**src/hw/rtl/udiv64_pkg.sv**
```systemverilog
`timescale 1ns / 1ps
// ----------------------------------------------------------------------------
// udiv64_pkg
// Shared constants and types for the pipelined unsigned divider.
// ----------------------------------------------------------------------------
package udiv64_pkg;

  // width of the operand and result ports
  localparam int unsigned PortWidth = 64;
  // default number of operand bits taken into the division
  localparam int unsigned DataWidth = 64;

  // control that travels alongside each item through the cell chain
  typedef struct packed {
    logic valid;
    logic div_zero;
  } udiv64_ctrl_t;

endpackage

```
**src/hw/rtl/udiv64_cell.sv**
```systemverilog
`timescale 1ns / 1ps
// ----------------------------------------------------------------------------
// udiv64_cell
// One restoring division step: shift in a dividend bit, trial subtract the
// divisor, keep or restore, and register everything for the next cell.
// ----------------------------------------------------------------------------
module udiv64_cell #(
  parameter int unsigned DATA_WIDTH = udiv64_pkg::DataWidth
) (
  input  logic                      clk_i,
  input  logic                      rst_ni,
  input  udiv64_pkg::udiv64_ctrl_t  ctrl_i,
  input  logic [DATA_WIDTH-1:0]     dividend_i,
  input  logic [DATA_WIDTH-1:0]     divisor_i,
  input  logic [DATA_WIDTH-1:0]     rem_i,
  input  logic [DATA_WIDTH-1:0]     quot_i,
  output udiv64_pkg::udiv64_ctrl_t  ctrl_o,
  output logic [DATA_WIDTH-1:0]     dividend_o,
  output logic [DATA_WIDTH-1:0]     divisor_o,
  output logic [DATA_WIDTH-1:0]     rem_o,
  output logic [DATA_WIDTH-1:0]     quot_o
);
  import udiv64_pkg::*;

  logic [DATA_WIDTH:0]   shifted;
  logic [DATA_WIDTH+1:0] diff;
  logic                  borrow;

  udiv64_ctrl_t          ctrl_q;
  logic [DATA_WIDTH-1:0] dividend_d, dividend_q;
  logic [DATA_WIDTH-1:0] divisor_q;
  logic [DATA_WIDTH-1:0] rem_d, rem_q;
  logic [DATA_WIDTH-1:0] quot_d, quot_q;

  // partial remainder keeps one extra bit so large divisors still work
  assign shifted = {rem_i, dividend_i[DATA_WIDTH-1]};
  assign diff    = {1'b0, shifted} - {2'b00, divisor_i};
  assign borrow  = diff[DATA_WIDTH+1];

  always_comb begin
    dividend_d = {dividend_i[DATA_WIDTH-2:0], 1'b0};
    quot_d     = {quot_i[DATA_WIDTH-2:0], ~borrow};
    if (borrow) begin
      rem_d = shifted[DATA_WIDTH-1:0];
    end else begin
      rem_d = diff[DATA_WIDTH-1:0];
    end
  end

  always_ff @(posedge clk_i or negedge rst_ni) begin
    if (!rst_ni) begin
      ctrl_q <= '0;
    end else begin
      ctrl_q <= ctrl_i;
    end
  end

  always_ff @(posedge clk_i) begin
    dividend_q <= dividend_d;
    divisor_q  <= divisor_i;
    rem_q      <= rem_d;
    quot_q     <= quot_d;
  end

  assign ctrl_o     = ctrl_q;
  assign dividend_o = dividend_q;
  assign divisor_o  = divisor_q;
  assign rem_o      = rem_q;
  assign quot_o     = quot_q;

endmodule

```
**config.mk**
```make
export PLATFORM = sky130hd
export DESIGN_NAME = udiv64_cell
export DESIGN_NICKNAME = d
export VERILOG_FILES = /design/src/hw/rtl/udiv64_pkg.sv /design/src/hw/rtl/udiv64_cell.sv
export SDC_FILE = /design/constraint.sdc
export NUM_CORES = 1
export LEC_CHECK = 0
export BUFFER_PORTS_ARGS = -buffer_cell sky130_fd_sc_hd__buf_2
export CORE_AREA = 2 2 201 203
export CTS_BUF_LIST = sky130_fd_sc_hd__clkbuf_4
export CTS_CLUSTER_SIZE = 30
export DETAILED_ROUTE_END_ITERATION = 7
export DIE_AREA = 0 0 203 205
export GPL_ROUTABILITY_DRIVEN = 0
export MAX_ROUTING_LAYER = met4
export PLACE_DENSITY_LB_ADDON = 0.05
export SETUP_SLACK_MARGIN = 0.05
export SKIP_LAST_GASP = 1
export SYNTH_ARGS = -nofsm -noshare
export SYNTH_HDL_FRONTEND = slang
export SYNTH_SLANG_ARGS = --single-unit
```
**constraint.sdc**
```tcl
create_clock -name clk_i -period 1.4 [get_ports clk_i]
set_clock_uncertainty 0.2 [all_clocks]
set_input_delay 0.14 -clock clk_i [delete_from_list [all_inputs] [get_ports clk_i]]
set_output_delay 0.14 -clock clk_i [all_outputs]
set_load 0.005 [all_outputs]
```
==> results.md <==
* Root Buffer: sky130_fd_sc_hd__clkbuf_4
* Die boundary width at 203 um
* Synthesized area at 9764 um2
* Total global routing track utilization at 22.16%
* Depth of the worst hold-timing path at 1
* Layout cells sized above 1 at 53.69%
* Cell Rows at 73
* Worst IR drop on VDD at 0.5787 mV
* Net Count, Synth at 1327
* Total wirelength of the detailed-routed design at 49090 um
* Antenna violations before repair at 13
* Max-capacitance violation count at 0
* Post-detailed-route via-to-cell ratio at 4.273
* Post-Route Hold Slack at -0.7005 ns
* Boundary pin count at 518
* Post-synth top area share at 52.28%
* Signal arrival time at the worst endpoint at 2.92 ns
* Mapped Cells at 1002
* # setup viols final at 322
* Static Leak at 10.52 nW
* Wire length per cell at 17.36 um
* Post-layout worst setup margin at -1.096 ns
* Number of H-tree branching levels at 3
* Violated checks: negative hold slack, negative setup slack
* Total Nets Final at 2567
* Min cycle time layout at 2.496 ns
* Via Count at 12080
* Initial Util at 24.80%
* Area of the die at 41620 um2
* Unrepaired setup endpoints after global routing: true
* Number of inserted filler cells in the final layout at 3473
* Result of the run: finished with violations
* Mean instance size in the synthesized netlist at 9.745 um2
* Number of antenna-violating nets in the routed design at 0
* Critical path class: primary input to flip-flop
* Number of DRC markers in iteration 0 at 336
* Dominant synthesized flop cell: sky130_fd_sc_hd__dfxtp_1
* Type of origin of the critical path: primary input
* Count of flip-flops with a built-in enable after synthesis at 0
* Count of synthesis-stage warnings from yosys at 0
* Cell type with the largest total area after synthesis: sky130_fd_sc_hd__dfxtp_1
* Pin count of the biggest net entering global routing at 13
* Core Region at 39370 um2
* Achievable Freq at 400.7 MHz
* Count of state elements after synthesis at 257
* Number of port buffers at 515
* First-pass GRT wire length at 68590 um
* DP Wirelength at 32700 um
* Final Cycle Share at 178.3%
* Worst-path maximum fanout at 5
* Final Slew Violations at 0
* Leading cell types in the layout, fill and taps excluded: 408 x sky130_fd_sc_hd__buf_2, 381 x sky130_fd_sc_hd__dlygate4sd3_1, 270 x sky130_fd_sc_hd__buf_4
* CP Capture Type: flip-flop
* Required arrival time at the worst endpoint at 1.82 ns
* Worst path max stage delay at 0.40 ns
* Clock tree from TritonCTS: built
* Total power density per cell area at 1022 nW/um2
* Remaining DRCs at 0
* Accumulated negative setup slack at -85.33 ns
* Area taken by flip-flops and latches at 5289 um2
* Post-synth cell types at 62
* Async set-reset flop share out of synthesis at 0.7782%
* Area of all placed cells without fillers at 22170 um2
* Top post-synthesis cells by area: sky130_fd_sc_hd__dfxtp_1 52%, sky130_fd_sc_hd__ha_1 8.2%, sky130_fd_sc_hd__a21oi_1 6.8%
* Cell with the largest stage delay on the worst path: sky130_fd_sc_hd__or3b_1
* Die height at 205 um
* Area growth syn-to-layout at 127.1%
* Fraction of the yosys area taken by sequential cells at 52.79%
* Most common library cell in the layout ignoring fill and taps: sky130_fd_sc_hd__buf_2
* CTS Buf Count at 72
* Final global-route overflow total at 0
* DRT Pass-1 Iters at 4
* Via count of the first global-routing pass at 12630
* Count of final hold-check violations at 66
* Clock edge transition at the registers on the reported setup and hold paths at 0.07 ns
* Placement-stage cell area at 15260 um2
* Worst Hold Class: primary input to flip-flop
* Worst path cell trace: buf_4 > inv_6 > ha_4 > and4_4 > nand3_1 > a2bb2oi_4 > a311oi_4 > o21ai_2 > o211ai_2 > a21oi_2 > o31a_1 > or3b_1 > a41o_1
* Maximum clock path buffer count at 3
* Util after Layout at 56.33%
* Sink count of the clock tree at 257
* Multi-input gate area at 5276 um2
-- cell type report --
type / count / share of cell area [%]
clock inverter: 20 / 0.7730
multi-input combinational: 631 / 23.80
antenna: 14 / 0.1580
clock buffer: 101 / 3.419
timing repair buffer: 1194 / 43.48
tap: 525 / 2.962
sequential: 257 / 23.85
inverter: 86 / 1.557
-- logic make-up after synthesis --
logic type               count (synthesis)  synth area share [%]
AO/OA/AOI/OAI                          268                 17.16
XOR/XNOR                                57                 5.113
adder cells (fa/ha/maj)                 65                 8.406
buffers and inverters                  114                 4.767
flip-flops                             257                 52.79
multiplexers                            14                 1.589
other                                    1               0.03840
AND/OR/NAND/NOR                        226                 10.14
-- Yosys cell counts (6+ instances only) --
cell type	n
sky130_fd_sc_hd__a211oi_1	8
sky130_fd_sc_hd__o21bai_1	13
sky130_fd_sc_hd__a21oi_1	133
sky130_fd_sc_hd__and3_1	6
sky130_fd_sc_hd__inv_1	86
sky130_fd_sc_hd__buf_2	11
sky130_fd_sc_hd__xor2_1	26
sky130_fd_sc_hd__dfxtp_1	255
sky130_fd_sc_hd__nand2_1	71
sky130_fd_sc_hd__o21ai_0	28
sky130_fd_sc_hd__o21a_1	7
sky130_fd_sc_hd__o211ai_1	6
sky130_fd_sc_hd__nand4_1	12
sky130_fd_sc_hd__nand3_1	12
sky130_fd_sc_hd__xnor2_1	31
sky130_fd_sc_hd__a31oi_1	10
sky130_fd_sc_hd__clkbuf_1	11
sky130_fd_sc_hd__ha_1	64
sky130_fd_sc_hd__nor2_1	96
sky130_fd_sc_hd__mux2_2	9
sky130_fd_sc_hd__a21o_1	26
-- power breakdown --
group / internal, mW / switching, mW / leakage, nW
clock network: 3.88 / 3.47 / 0.545
logic: 4.06 / 2.93 / 7.80
registers: 8.08 / 0.250 / 2.17
-- metal layers --
layer | GRT usage (%) | share of wire (%)
met1 | 22.56 | 38
met5 | - | 0
met3 | 6.172 | 6.8
met2 | 38.83 | 51
met4 | 11.76 | 4.1
-- path summary, 6_finish.rpt --
check	from	to	slack (ns)
max	divisor_i[10]	rem_o[62]$_DFF_P_	-1.10
min	divisor_i[3]	divisor_o[3]$_DFF_P_	-0.70
max in group asynchronous	rst_ni	ctrl_o[1]$_DFF_PN0_	0.74
min in group asynchronous	rst_ni	ctrl_o[0]$_DFF_PN0_	0.14
-- flip-flops by register name, summed over array words and instances, names as in the netlist --
register and count:
ctrl_o 2, divisor_o 64, rem_o 64, dividend_o 63
quot_o 64
-- per-stage QoR --
step	setup slack, ns	power, mW	cells
floorplan	-1.414	10.54	1002
global placement	-2.030	13.31	2282
detailed placement	-2.026	13.29	2282
CTS	-1.038	21.79	2785
global route	-1.145	23.94	2827
finish	-1.096	22.67	2828
-- repair_timing --
item                                    4_1_cts  5_1_grt
endpoints found under the setup margin      322      322
setup buffers                                16        9
hold buffers                                362       27
gates cloned                                  6        5
pin swaps                                    27       42
gates resized for setup                      41      423
hold endpoints to repair                    259       86
-- critical path, delay by kind of cell --
family / cells / cell delay (ns)
AO/OA/AOI/OAI: 7 / 1.56
adder cells (fa/ha/maj): 1 / 0.31
buffers and inverters: 2 / 0.14
AND/OR/NAND/NOR: 3 / 0.77
Note: power is estimated with default switching activity, not from simulation.
